===== src/rtl/core/bus_register_block_with_ports_assert.svh =====
// Assertion macros for the bus register block.
// Each macro checks one implication on the rising clock edge, outside reset.
`ifndef BUS_REGISTER_BLOCK_WITH_PORTS_ASSERT_SVH
`define BUS_REGISTER_BLOCK_WITH_PORTS_ASSERT_SVH

`ifndef ASSERT_OFF
`define BRB_ASSERT_NOW(lbl, ante, cons) \
   lbl: assert property (@(posedge clock) disable iff (reset) (ante) |-> (cons)) \
      else $error("brb: same-cycle check failed");
`define BRB_ASSERT_NEXT(lbl, ante, cons) \
   lbl: assert property (@(posedge clock) disable iff (reset) (ante) |=> (cons)) \
      else $error("brb: next-cycle check failed");
`else
`define BRB_ASSERT_NOW(lbl, ante, cons)
`define BRB_ASSERT_NEXT(lbl, ante, cons)
`endif

`endif


===== src/rtl/core/brb_pkg.sv =====
package brb_pkg;

   localparam int STACK_DEPTH_DEF = 512;

   localparam int          EXT_AW    = 16;
   localparam int          EXT_DEPTH = 1 << EXT_AW;
   localparam logic [15:0] EXT_LAST  = 16'hFFFF;

   localparam int CSR_AW = 4;

   localparam logic [1:0] CFG_WIN_LO = 2'd0;
   localparam logic [1:0] CFG_WIN_HI = 2'd1;
   localparam logic [1:0] CFG_AUDIO  = 2'd2;

   localparam logic [15:0] WIN_LO_RST = 16'hFFE0;
   localparam logic [15:0] WIN_HI_RST = 16'hFFFF;
   localparam logic [15:0] AUDIO_RST  = 16'hFFFF;
   localparam logic [15:0] PAGE_MASK  = 16'hFF00;

   localparam logic [2:0] MODE_BUS    = 3'd0;
   localparam logic [2:0] MODE_VSYNC  = 3'd1;
   localparam logic [2:0] MODE_SIGINT = 3'd2;
   localparam logic [2:0] MODE_POLL   = 3'd3;
   localparam logic [2:0] MODE_BREAK  = 3'd4;

   localparam logic [4:0] REG_STATUS = 5'h00;
   localparam logic [4:0] REG_TX     = 5'h01;
   localparam logic [4:0] REG_RX     = 5'h02;
   localparam logic [4:0] REG_PORT0  = 5'h04;
   localparam logic [4:0] REG_STEP0  = 5'h05;
   localparam logic [4:0] REG_PTR0_L = 5'h06;
   localparam logic [4:0] REG_PTR0_H = 5'h07;
   localparam logic [4:0] REG_PORT1  = 5'h08;
   localparam logic [4:0] REG_STEP1  = 5'h09;
   localparam logic [4:0] REG_PTR1_L = 5'h0A;
   localparam logic [4:0] REG_PTR1_H = 5'h0B;
   localparam logic [4:0] REG_STACK  = 5'h0C;
   localparam logic [4:0] REG_OP     = 5'h0F;
   localparam logic [4:0] REG_IRQ    = 5'h10;

   localparam logic [7:0] ST_TX          = 8'h80;
   localparam logic [7:0] ST_RX          = 8'h40;
   localparam logic [7:0] IRQ_VSYNC      = 8'h80;
   localparam logic [7:0] IRQ_SIGINT     = 8'h40;
   localparam logic [7:0] OP_STACK_RESET = 8'h00;
   localparam logic [7:0] POLL_TAKEN     = 8'h01;

   // where the read byte of a result comes from
   localparam logic [1:0] SRC_IMM   = 2'd0;
   localparam logic [1:0] SRC_EXT   = 2'd1;
   localparam logic [1:0] SRC_STACK = 2'd2;

   typedef struct packed {
      logic        we;
      logic        re;
      logic [15:0] addr;
      logic [7:0]  wdata;
   } ext_req_type;

   typedef struct packed {
      logic [7:0]  read_data;
      logic [1:0]  src;
      logic        irq_line;
      logic        chip_selected;
      logic        tx_valid;
      logic [7:0]  tx_byte;
      logic        rx_taken;
      logic        op_valid;
      logic [7:0]  op_code;
      logic        audio_valid;
      logic [15:0] audio_addr;
      logic [7:0]  audio_data;
   } rsp_meta_type;

   typedef struct packed {
      logic s1_valid;
      logic blocked;
   } resp_stat_type;

endpackage


===== src/rtl/core/brb_resp.sv =====
module brb_resp (
   input  logic                   clock,
   input  logic                   reset,
   input  logic                   accept,
   input  brb_pkg::rsp_meta_type  meta_in,
   input  logic [7:0]             ext_rdata,
   input  logic [7:0]             stk_rdata,
   input  logic                   rsp_stall,
   output logic                   rsp_valid,
   output brb_pkg::rsp_meta_type  rsp_meta,
   output brb_pkg::resp_stat_type stat
);

   import brb_pkg::*;

   logic         s1_valid_ff, s1_valid_in;
   rsp_meta_type s1_meta_ff;
   logic         out_valid_ff, out_valid_in;
   rsp_meta_type out_meta_ff, out_meta_in;
   logic         out_free;

   assign out_free = !out_valid_ff || !rsp_stall;

   always_comb begin
      out_meta_in = s1_meta_ff;
      case (s1_meta_ff.src)
         SRC_EXT:   out_meta_in.read_data = ext_rdata;
         SRC_STACK: out_meta_in.read_data = stk_rdata;
         default:   out_meta_in.read_data = s1_meta_ff.read_data;
      endcase

      out_valid_in = out_free ? s1_valid_ff : out_valid_ff;

      if (accept) begin
         s1_valid_in = 1'b1;
      end else if (out_free) begin
         s1_valid_in = 1'b0;
      end else begin
         s1_valid_in = s1_valid_ff;
      end
   end

   always_ff @(posedge clock) begin
      if (reset) begin
         s1_valid_ff  <= 1'b0;
         out_valid_ff <= 1'b0;
      end else begin
         s1_valid_ff  <= s1_valid_in;
         out_valid_ff <= out_valid_in;
      end
   end

   always_ff @(posedge clock) begin
      if (accept) begin
         s1_meta_ff <= meta_in;
      end
      if (out_free && s1_valid_ff) begin
         out_meta_ff <= out_meta_in;
      end
   end

   assign rsp_valid     = out_valid_ff;
   assign rsp_meta      = out_meta_ff;
   assign stat.s1_valid = s1_valid_ff;
   assign stat.blocked  = s1_valid_ff && !out_free;

endmodule


===== config.mk =====
export PLATFORM = sky130hd
export DESIGN_NAME = brb_resp
export DESIGN_NICKNAME = d
export VERILOG_FILES = /design/src/rtl/core/bus_register_block_with_ports_assert.svh /design/src/rtl/core/brb_pkg.sv /design/src/rtl/core/brb_resp.sv
export SDC_FILE = /design/constraint.sdc
export NUM_CORES = 1
export LEC_CHECK = 0
export BUFFER_PORTS_ARGS = -buffer_cell sky130_fd_sc_hd__buf_2
export CELL_PAD_IN_SITES_DETAIL_PLACEMENT = 2
export CELL_PAD_IN_SITES_GLOBAL_PLACEMENT = 2
export CORE_ASPECT_RATIO = 1.75
export CORE_MARGIN = 5
export CORE_UTILIZATION = 25
export CTS_BUF_LIST = sky130_fd_sc_hd__clkbuf_8 sky130_fd_sc_hd__clkbuf_16
export CTS_CLUSTER_SIZE = 40
export DETAILED_ROUTE_END_ITERATION = 10
export PLACE_DENSITY_LB_ADDON = 0.1
export SYNTH_ARGS = -nofsm -noshare
export SYNTH_HDL_FRONTEND = slang
export SYNTH_SLANG_ARGS = --single-unit

===== constraint.sdc =====
create_clock -name clock -period 5.33 [get_ports clock]
set_input_delay 0.7995 -clock clock [delete_from_list [all_inputs] [get_ports clock]]
set_output_delay 0.7995 -clock clock [all_outputs]
set_load 0.05 [all_outputs]

==> flow_summary.toml <==
[synth]
yosysWarnings = 0
synth_fp_nets = 230
synth_commonest_cells = "112 x edfxtp_1, 8 x a22oi_1, 8 x nand2_1, 6 x o21ai_0"
synth_seq_cells = 114
syn_area_um2 = 3636
ys_seq_area_share_pct = 93.60
synth.top_cell.area_share_pct = 92.50
synth.avg_cell_area_um2 = 23.92
synth.most_common_cell = "edfxtp_1"
synthArstFlopShare_pct = 0
synthesis.instances = 152
synth_largest_area_cell = "edfxtp_1"
synth_cell_type_count = 15
ys.flop_type = "edfxtp_1"
synth_area_leaders = "edfxtp_1 92%, a22oi_1 1.7%, dfxtp_1 1.1%, o21ai_0 0.83%, nand2_1 0.83%"
synth_edf_count = 112

[drt]
wl_per_cell_um = 16.82
wl_um = 8345
drt-pass1-iter-count = 4
viasPerCell = 3.877
drtIter0Drc = 86
vias = 1923
ant_nets = 0
drc = 0

[placed_design]
dp_hpwl_um = 6017
routabilityCongestion = 0.6736
placed_area_um2 = 4521
portBuffers = 134
dpl.cell_count = 464

[floorplanning]
coreArea_um2 = 14370
dieArea_um2 = 17150
die_h_um = 169.5
die_x_um = 101.2
std_cell_rows = 58
io_pins = 135
initial_utilization_pct = 25.30

[pwr]
netSwitchingPower_uw = 541.9
power.static_leakage_nw = 2.011
peakVddDrop_v = 0.0002231
intPower_mw = 1.880
power_frac_seq_pct = 44.4
p_sw_share_pct = 22.38
power_density_nw_per_um2 = 471.5
pwr-share-clk_pct = 48.3
p_comb_share_pct = 7.3
power.total_mw = 2.422

[grt]
antenna_found_initial = 0
grt_remaining_overflow = 0
grt_pass1_vias = 2257
grt_pass1_wl_um = 12390
grt_use_total_pct = 10.08
grt_max_degree = 58

[sta]
skew_ns = 0.005512
maxSlewViolCount = 0
setup_viol = 0
period_share_pct = 40.42
maxSlewHeadroom_pct = 38.38
hold_viol = 0
finalCriticalPeriod_ns = 2.155
holdWs_ns = 0.4166
worst_slew_pin_slew_ns = 0.9220
rsz0062_at_grt = "no"
fmax_ghz = 0.4641
finalSetupTns_ns = 0

[cts]
postCtsSetupBuffers = 0
clock_path_buffers = 2
cts_tree = "built"
cts_buffers = 17
htree_levels = 4
root_buffer = "clkbuf_16"
cts_sinks = 114
cts.repair.resized = 0
clock_latency_ns = 0.40
cts_hold_buf = 0
clk_pin_slew_ns = 0.05

[job]
drv_cap = 0

[final_layout]
final_nets = 381
diodes = 0
area_delta_synth_final_pct = 41.26
drive_above_1_share_pct = 52.53
final_cells = 496
fin_area_um2 = 5136

[worst_setup_path]
path_class = "primary input to primary output"
arrival_ns = 1.36
crit_path_end_kind = "primary output"
required_ns = 4.53
worstSetupStartpointType = "primary input"
worstPathMaxFanout = 4

[hold_path]
hold_path_class = "register to register"

[outcome]
outcome = "finished, final reports clean"
final cells by class:
class	instances	area, um2
fill	1488	9233
multi-input combinational	32	198.9
timing repair buffer	136	685.7
clock buffer	17	425.4
inverter	2	7.507
tap	180	225.2
clock inverter	15	190.2
sequential	114	3403
power by group through the flow:
stage	Combinational (mW)	Clock, mW	Sequential (mW)
3_5_place_dp	0.183	0	1.09
2_1_floorplan	0.0306	0	1.17
3_3_place_gp	0.182	0	1.09
4_1_cts	0.183	1.20	1.08
6_report	0.178	1.17	1.08
5_1_grt	0.190	1.26	1.08
routing by layer:
layer | track usage, % | vias up | routed length [um]
li1 | - | 909 | -
met1 | 9.797 | 913 | 2861
met2 | 17.56 | 90 | 4584
met3 | 5.101 | 11 | 763
met4 | 4.514 | 0 | 134
met5 | 0 | - | 0
final timing paths:
path                         from            to  slack, ns  depth (start not counted)
setup / recovery        rsp_stall       stat[0]       3.18                          3
hold reg to reg   out_meta_in[40]  rsp_meta[40]       0.42                          0
setup reg to reg      s1_valid_ff  rsp_meta[53]       3.32                          2
hold / removal    out_meta_in[40]  rsp_meta[40]       0.42                          0
stage by stage:
step                      setup WS (ns)  utilization [%]
after CTS                         3.161            35.75
after detailed placement          2.721            31.46
after global routing              3.118            35.75
final                             3.175            35.75
after floorplan                   1.365                -
after global placement            2.720            31.46
state kept, by name (all words and copies together), names as in the netlist:
| register | flops |
|---|---|
| out_meta_in | 48 |
| rsp_meta | 56 |
| rsp_valid | 1 |
| s1_meta_ff | 8 |
| s1_valid_ff | 1 |
cell usage in the layout, fill, tap and decap left out:
| cell | count |
|---|---|
| a31oi_1 | 1 |
| o21ai_0 | 6 |
| nand2_1 | 8 |
| clkinv_1 | 3 |
| bufinv_16 | 4 |
| nor2_1 | 2 |
| o21ai_1 | 2 |
| a22oi_1 | 8 |
| clkbuf_16 | 17 |
| edfxtp_1 | 112 |
| buf_2 | 134 |
| a21boi_4 | 1 |
| inv_6 | 1 |
| clkinv_4 | 2 |
| clkinv_2 | 2 |
| a21oi_1 | 1 |
| ha_1 | 2 |
| dfxtp_1 | 2 |
| clkinvlp_4 | 3 |
| inv_1 | 2 |
| buf_4 | 2 |
| and3_1 | 1 |
cell families after synthesis:
| kind of cell | share of synthesized area (%) |
|---|---|
| fa+ha+maj | 0.6881 |
| compound gates | 3.269 |
| buf+inv | 1.239 |
| simple gates | 1.205 |
| flops | 93.60 |
worst max-delay path: stages:
cell,delay [ns]
buf_2,0.13
and3_1,0.16
buf_2,0.26
Power figures use the tool's default switching activity.
