### config.mk
export PLATFORM = sky130hd
export DESIGN_NAME = brb_ctrl
export DESIGN_NICKNAME = d
export VERILOG_FILES = /design/src/rtl/core/bus_register_block_with_ports_assert.svh /design/src/rtl/core/brb_pkg.sv /design/src/rtl/core/brb_ctrl.sv
export SDC_FILE = /design/constraint.sdc
export NUM_CORES = 1
export LEC_CHECK = 0
export BUFFER_PORTS_ARGS = -buffer_cell sky130_fd_sc_hd__buf_2
export CELL_PAD_IN_SITES_DETAIL_PLACEMENT = 2
export CELL_PAD_IN_SITES_GLOBAL_PLACEMENT = 2
export CORE_ASPECT_RATIO = 0.5
export CORE_MARGIN = 3
export CORE_UTILIZATION = 33
export DETAILED_ROUTE_END_ITERATION = 8
export GPL_TIMING_DRIVEN = 0
export PLACE_DENSITY_LB_ADDON = 0.1
export SYNTH_ARGS = -nofsm -noshare
export SYNTH_HDL_FRONTEND = slang
export SYNTH_SLANG_ARGS = --single-unit
### constraint.sdc
create_clock -name clock -period 3.18 [get_ports clock]
set_input_delay 0 -clock clock [delete_from_list [all_inputs] [get_ports clock]]
set_output_delay 0 -clock clock [all_outputs]
set_load 0.03 [all_outputs]
### src/rtl/core/bus_register_block_with_ports_assert.svh
// Assertion macros for the bus register block.
// Each macro checks one implication on the rising clock edge, outside reset.
`ifndef BUS_REGISTER_BLOCK_WITH_PORTS_ASSERT_SVH
`define BUS_REGISTER_BLOCK_WITH_PORTS_ASSERT_SVH

`ifndef ASSERT_OFF
`define BRB_ASSERT_NOW(lbl, ante, cons) \
   lbl: assert property (@(posedge clock) disable iff (reset) (ante) |-> (cons)) \
      else $error("brb: same-cycle check failed");
`define BRB_ASSERT_NEXT(lbl, ante, cons) \
   lbl: assert property (@(posedge clock) disable iff (reset) (ante) |=> (cons)) \
      else $error("brb: next-cycle check failed");
`else
`define BRB_ASSERT_NOW(lbl, ante, cons)
`define BRB_ASSERT_NEXT(lbl, ante, cons)
`endif

`endif

### src/rtl/core/brb_pkg.sv
package brb_pkg;

   localparam int STACK_DEPTH_DEF = 512;

   localparam int          EXT_AW    = 16;
   localparam int          EXT_DEPTH = 1 << EXT_AW;
   localparam logic [15:0] EXT_LAST  = 16'hFFFF;

   localparam int CSR_AW = 4;

   localparam logic [1:0] CFG_WIN_LO = 2'd0;
   localparam logic [1:0] CFG_WIN_HI = 2'd1;
   localparam logic [1:0] CFG_AUDIO  = 2'd2;

   localparam logic [15:0] WIN_LO_RST = 16'hFFE0;
   localparam logic [15:0] WIN_HI_RST = 16'hFFFF;
   localparam logic [15:0] AUDIO_RST  = 16'hFFFF;
   localparam logic [15:0] PAGE_MASK  = 16'hFF00;

   localparam logic [2:0] MODE_BUS    = 3'd0;
   localparam logic [2:0] MODE_VSYNC  = 3'd1;
   localparam logic [2:0] MODE_SIGINT = 3'd2;
   localparam logic [2:0] MODE_POLL   = 3'd3;
   localparam logic [2:0] MODE_BREAK  = 3'd4;

   localparam logic [4:0] REG_STATUS = 5'h00;
   localparam logic [4:0] REG_TX     = 5'h01;
   localparam logic [4:0] REG_RX     = 5'h02;
   localparam logic [4:0] REG_PORT0  = 5'h04;
   localparam logic [4:0] REG_STEP0  = 5'h05;
   localparam logic [4:0] REG_PTR0_L = 5'h06;
   localparam logic [4:0] REG_PTR0_H = 5'h07;
   localparam logic [4:0] REG_PORT1  = 5'h08;
   localparam logic [4:0] REG_STEP1  = 5'h09;
   localparam logic [4:0] REG_PTR1_L = 5'h0A;
   localparam logic [4:0] REG_PTR1_H = 5'h0B;
   localparam logic [4:0] REG_STACK  = 5'h0C;
   localparam logic [4:0] REG_OP     = 5'h0F;
   localparam logic [4:0] REG_IRQ    = 5'h10;

   localparam logic [7:0] ST_TX          = 8'h80;
   localparam logic [7:0] ST_RX          = 8'h40;
   localparam logic [7:0] IRQ_VSYNC      = 8'h80;
   localparam logic [7:0] IRQ_SIGINT     = 8'h40;
   localparam logic [7:0] OP_STACK_RESET = 8'h00;
   localparam logic [7:0] POLL_TAKEN     = 8'h01;

   // where the read byte of a result comes from
   localparam logic [1:0] SRC_IMM   = 2'd0;
   localparam logic [1:0] SRC_EXT   = 2'd1;
   localparam logic [1:0] SRC_STACK = 2'd2;

   typedef struct packed {
      logic        we;
      logic        re;
      logic [15:0] addr;
      logic [7:0]  wdata;
   } ext_req_type;

   typedef struct packed {
      logic [7:0]  read_data;
      logic [1:0]  src;
      logic        irq_line;
      logic        chip_selected;
      logic        tx_valid;
      logic [7:0]  tx_byte;
      logic        rx_taken;
      logic        op_valid;
      logic [7:0]  op_code;
      logic        audio_valid;
      logic [15:0] audio_addr;
      logic [7:0]  audio_data;
   } rsp_meta_type;

   typedef struct packed {
      logic s1_valid;
      logic blocked;
   } resp_stat_type;

endpackage

### src/rtl/core/brb_ctrl.sv
module brb_ctrl #(
   parameter int STACK_DEPTH = brb_pkg::STACK_DEPTH_DEF
) (
   input  logic                           clock,
   input  logic                           reset,
   input  logic                           accept,
   input  logic [2:0]                     req_mode,
   input  logic [15:0]                    req_address,
   input  logic                           req_is_read,
   input  logic [7:0]                     req_write_data,
   input  logic                           req_rx_available,
   input  logic [7:0]                     req_rx_byte,
   input  logic [15:0]                    win_lo,
   input  logic [15:0]                    win_hi,
   input  logic [15:0]                    audio_page,
   output brb_pkg::ext_req_type           ext_req,
   output logic                           stk_we,
   output logic [$clog2(STACK_DEPTH)-1:0] stk_waddr,
   output logic [7:0]                     stk_wdata,
   output logic                           stk_re,
   output logic [$clog2(STACK_DEPTH)-1:0] stk_raddr,
   output brb_pkg::rsp_meta_type          meta
);

   import brb_pkg::*;

   localparam int               SP_W     = $clog2(STACK_DEPTH + 1);
   localparam int               AW       = $clog2(STACK_DEPTH);
   localparam logic [SP_W-1:0]  SP_EMPTY = SP_W'(STACK_DEPTH);

   logic [7:0]      regs_ff [32];
   logic [7:0]      regs_in [32];
   logic [7:0]      en_ff, en_in;
   logic [7:0]      pend_ff, pend_in;
   logic [SP_W-1:0] sp_ff, sp_in;

   logic            sel;
   logic [4:0]      r;
   logic [7:0]      st;
   logic [7:0]      stp;
   logic [15:0]     ptr;
   logic [15:0]     ptr_next;
   logic            audio_hit;
   logic [SP_W-1:0] sp_dec;

   always_comb begin
      regs_in = regs_ff;
      en_in   = en_ff;
      pend_in = pend_ff;
      sp_in   = sp_ff;

      r   = req_address[4:0];
      sel = req_address inside {[win_lo:win_hi]};
      st  = regs_ff[REG_STATUS];

      // pick port 1 when the register number is REG_PORT1, else port 0
      if (r == REG_PORT1) begin
         ptr = {regs_ff[REG_PTR1_H], regs_ff[REG_PTR1_L]};
         stp = regs_ff[REG_STEP1];
      end else begin
         ptr = {regs_ff[REG_PTR0_H], regs_ff[REG_PTR0_L]};
         stp = regs_ff[REG_STEP0];
      end
      ptr_next  = ptr + {{8{stp[7]}}, stp};
      audio_hit = (ptr & PAGE_MASK) == audio_page;
      sp_dec    = sp_ff - SP_W'(1);

      meta          = '0;
      meta.src      = SRC_IMM;
      meta.irq_line = |(pend_ff & en_ff);

      ext_req       = '0;
      ext_req.addr  = ptr;
      ext_req.wdata = req_write_data;
      stk_we        = 1'b0;
      stk_re        = 1'b0;
      stk_waddr     = sp_dec[AW-1:0];
      stk_raddr     = sp_ff[AW-1:0];
      stk_wdata     = req_write_data;

      case (req_mode)
         MODE_BUS: begin
            if (sel) begin
               meta.chip_selected = 1'b1;
               if (req_is_read) begin
                  case (r)
                     REG_STATUS: begin
                        if (((st & ST_RX) == 8'h00) && req_rx_available) begin
                           regs_in[REG_RX] = req_rx_byte;
                           st              = st | ST_RX;
                           meta.rx_taken   = 1'b1;
                        end
                        st                  = st | ST_TX;
                        regs_in[REG_STATUS] = st;
                        meta.read_data      = st;
                     end
                     REG_RX: begin
                        meta.read_data  = regs_ff[REG_RX];
                        st              = st & ~ST_RX;
                        regs_in[REG_RX] = 8'h00;
                        if (req_rx_available) begin
                           regs_in[REG_RX] = req_rx_byte;
                           st              = st | ST_RX;
                           meta.rx_taken   = 1'b1;
                        end
                        regs_in[REG_STATUS] = st;
                     end
                     REG_PORT0, REG_PORT1: begin
                        ext_req.re = 1'b1;
                        meta.src   = SRC_EXT;
                     end
                     REG_STACK: begin
                        // pop; an empty stack returns zero and stays empty
                        if (sp_ff < SP_EMPTY) begin
                           stk_re   = 1'b1;
                           meta.src = SRC_STACK;
                           sp_in    = sp_ff + SP_W'(1);
                        end
                     end
                     REG_IRQ: begin
                        meta.read_data = pend_ff;
                        pend_in        = 8'h00;
                     end
                     default: begin
                        meta.read_data = regs_ff[r];
                     end
                  endcase
               end else begin
                  case (r)
                     REG_TX: begin
                        meta.tx_valid       = 1'b1;
                        meta.tx_byte        = req_write_data;
                        regs_in[REG_STATUS] = st | ST_TX;
                     end
                     REG_PORT0, REG_PORT1: begin
                        ext_req.we = 1'b1;
                        if (audio_hit) begin
                           meta.audio_valid = 1'b1;
                           meta.audio_addr  = ptr;
                           meta.audio_data  = req_write_data;
                        end
                     end
                     REG_STACK: begin
                        // push; a full stack drops the byte
                        if (sp_ff != '0) begin
                           stk_we = 1'b1;
                           sp_in  = sp_dec;
                        end
                     end
                     REG_OP: begin
                        regs_in[REG_OP] = req_write_data;
                        meta.op_valid   = 1'b1;
                        meta.op_code    = req_write_data;
                        if (req_write_data == OP_STACK_RESET) begin
                           sp_in = SP_EMPTY;
                        end
                     end
                     REG_IRQ: begin
                        en_in   = req_write_data;
                        pend_in = pend_ff & ~req_write_data;
                     end
                     default: begin
                        regs_in[r] = req_write_data;
                     end
                  endcase
               end
               // step the port pointer after every port access
               if (r inside {REG_PORT0, REG_PORT1}) begin
                  if (r == REG_PORT1) begin
                     regs_in[REG_PTR1_L] = ptr_next[7:0];
                     regs_in[REG_PTR1_H] = ptr_next[15:8];
                  end else begin
                     regs_in[REG_PTR0_L] = ptr_next[7:0];
                     regs_in[REG_PTR0_H] = ptr_next[15:8];
                  end
               end
            end
         end
         MODE_VSYNC: begin
            pend_in = pend_ff | IRQ_VSYNC;
         end
         MODE_SIGINT: begin
            pend_in = pend_ff | IRQ_SIGINT;
         end
         MODE_POLL: begin
            if ((pend_ff & IRQ_SIGINT) != 8'h00) begin
               pend_in        = pend_ff & ~IRQ_SIGINT;
               meta.read_data = POLL_TAKEN;
            end
         end
         MODE_BREAK: begin
            regs_in[REG_STATUS] = st & ~ST_RX;
            regs_in[REG_RX]     = 8'h00;
         end
         default: begin
         end
      endcase

      ext_req.we = ext_req.we & accept;
      ext_req.re = ext_req.re & accept;
      stk_we     = stk_we & accept;
      stk_re     = stk_re & accept;
   end

   always_ff @(posedge clock) begin
      if (reset) begin
         regs_ff <= '{default: '0};
         en_ff   <= '0;
         pend_ff <= '0;
         sp_ff   <= SP_EMPTY;
      end else if (accept) begin
         regs_ff <= regs_in;
         en_ff   <= en_in;
         pend_ff <= pend_in;
         sp_ff   <= sp_in;
      end
   end

endmodule

==> out/results.ini <==
[finish]
antenna_cells=0
drive_above_1_share_pct=24.3
synthToLayoutAreaGrowth_pct=23.0
nNetsFinal=2114
fill_cells=5220

[critical_path]
crit_top_cell=clkbuf_16
critPathLaunchType=primary input
end_kind=register
cp_max_fo=10
required_ns=3.66
crit_chain=buf_4 -> nor3b_4 -> nand2_4 -> buf_12 -> clkbuf_16 -> clkbuf_16 -> mux2_4 -> ha_4 -> or2_4 -> o31a_1 -> a41o_1 -> o41a_1 -> a311oi_2 -> xnor2_1 -> a21oi_1
crit_start=req_address[4]
crit_path_top_delay_cell=o41a_1
worstPathArrival_ns=3.63
max_stage_delay_ns=0.50
r2r_start=regs_ff[177]$_SDFFE_PP0P_
path_class=in2reg

[synth]
syn_nets=1840
synth_cells=1701
ys_types=85
yosys_most_used_dff=dfxtp_1
synth_seq_cells=282
synth_warnings=0
muxShareOfSynthArea_pct=22.5
synth_top_cell_by_area=dfxtp_1
yosysMostFrequentCell=nor2_1
synth_area_um2=15900
seq_area_frac_synth_pct=35.4
synth_edf_count=0
synth_top_family_by_area=multiplexers
avgSynthCellArea_um2=9.37
synthAdderAreaFrac_pct=4.11
synthTopCellsByCount=284 x nor2_1, 282 x dfxtp_1, 192 x mux2i_1
synthXorXnorAreaFrac_pct=1.65
synth_compound_area_share_pct=11.1
synthTopCellsByArea=dfxtp_1 35%, mux2i_1 12%, mux4_2 9.3%
synth_top_area_share_pct=35.4
synthArstFlopShare_pct=0
yosys.area_share.simple_pct=18.9

[routing]
drc_errors=0
detail_route.wl_per_cell_um=28.0
num_vias=15000
wirelength_um=73700
final_antenna_net_count=0
first_pass_iters=5
drt-initial-drc-count=1255
viasPerCell=5.69

[timing]
setup_violations=0
hold_violations=0
rsz0062_at_grt=no
clock_skew_ns=0.00722
slew_headroom_pct=19.9
finalCritPeriodShare_pct=99.2
period_needed_ns=3.16
timing.final.max_slew_violations=0
fmax_ghz=0.317
setup_slack_ns=0.0244
worstMarginPinSlew_ns=1.20
worst_hold_slack_ns=0.0829

[clocking]
clk-insertion-delay-late_ns=0.60
numCtsBuffers=29
cts_sinks=282
cts-root-buf=clkbuf_16
path_clk_slew_ns=0.07
cts_buffer_depth=3
cts_tree=built
cts_max_level=1

[power]
leakagePower_nw=8.10
powerDensity_nw_per_um2=425
irDropWorstVdd_mv=0.287
power_mw=8.33

[global_route]
antenna_found_initial=2
grt_pass1_wl_um=106000
grt_max_degree=16
grt_pass1_vias=15600
overflow=0
grtUsageTotal_pct=28.2

[placed_design]
port_buffers=196
gp_congestion=0.904
pre_cts_ws_ns=-0.891
hpwlAfterDp_um=54400

[floorplanning]
die_w_um=317
core_area_um2=47300
boundaryPins=198
dieArea_um2=51100
rows=56
die_height_um=161
initial_utilization_pct=33.7

[run]
cap_violations=0

[outcome]
status=finished, final reports clean

[min_path]
worstHoldStart=req_write_data[0]
hold_path.class=in2reg

==> cell usage in the layout, fill, tap and decap left out, drive strengths merged, types with 7 or more instances in the layout <==
cell / n
nor2: 287
dfxtp: 282
buf: 282
mux2i: 193
clkbuf: 121
nand2: 87
mux4: 66
inv: 66
a21oi: 61
nor2b: 55
ha: 50
nor3: 42
o21ai: 34
o22ai: 32
nand3: 30
nor4: 28
dlygate4sd3: 25
a211oi: 24
a22oi: 20
xnor2: 17
nand4: 16
mux2: 15
xor2: 13
and2: 13
a31oi: 11
o221ai: 10
clkinv: 10
a22o: 9
nor3b: 8
a21o: 7
a41o: 7
==> sequential cells by signal, indices dropped and copies added, names as in the netlist <==
name     flops
regs_ff    256
sp_ff       10
en_ff        8
pend_ff      8
==> metal layers <==
layer,wire (µm),global-route usage (%),up-vias
met5,13,0,-
met4,1910,7.11,2
met3,5430,6.33,96
met2,32000,43.3,536
met1,34400,40.0,7718
li1,-,-,6647
==> cell families (layout without fill, tap and decap cells) <==
group	Yosys count	after routing
simple gates	589	589
flops	282	282
mux	274	274
compound gates	259	259
buf+inv	215	512
fa+ha+maj	52	52
xor+xnor	30	30
==> what timing repair did <==
item,CTS,global route
hold endpoints to repair,17,0
resized for setup,41,44
buffers inserted,3,22
setup endpoints to repair,104,87
cloned,0,1
pin swaps,5,19
hold buffers,25,0
==> final timing paths <==
path | endpoint | cells past startpoint | slack, ns
setup reg to reg | regs_ff[167]$_SDFFE_PP0P_ | 10 | 0.10
hold reg to reg | regs_ff[133]$_SDFFE_PP0P_ | 2 | 0.46
hold / removal | regs_ff[192]$_SDFFE_PP0P_ | 5 | 0.08
setup / recovery | regs_ff[167]$_SDFFE_PP0P_ | 15 | 0.02
==> worst max-delay path: cells and delay by family <==
kind            cells  cell delay (ns)
simple gates        3             0.67
xor+xnor            1             0.20
mux                 1             0.33
buf+inv             4             0.68
fa+ha+maj           1             0.19
compound gates      5             1.54
==> final cells by class <==
cell class | instances | area [µm²] | share of cell area, %
Clock buffer | 38 | 820 | 4.18
Clock inverter | 16 | 226 | 1.15
Tap cell | 638 | 798 | 4.07
Timing Repair Buffer | 247 | 1470 | 7.48
Buffer | 144 | 862 | 4.40
Multi-Input combinational cell | 1204 | 9530 | 48.6
Inverter | 67 | 258 | 1.31
Sequential cell | 282 | 5650 | 28.8
==> through the flow <==
stage / area, µm² / cells / TNS [ns] / util (%)
CTS: 19300 / 2616 / 0 / 40.8
finish: 19600 / 2636 / 0 / 41.5
global route: 19600 / 2636 / 0 / 41.5
detailed placement: 17900 / 2535 / -157.80 / 37.8
floorplan: 16100 / 1701 / -0.0528 / -
global placement: 17900 / 2535 / -149.75 / 37.8
==> power by group <==
part / internal [mW] / switching, mW / leakage (nW)
logic: 0.282 / 0.640 / 5.31
clock network: 2.23 / 1.65 / 0.520
registers: 3.53 / 0.00221 / 2.27
(Power assumes the default switching activity.)
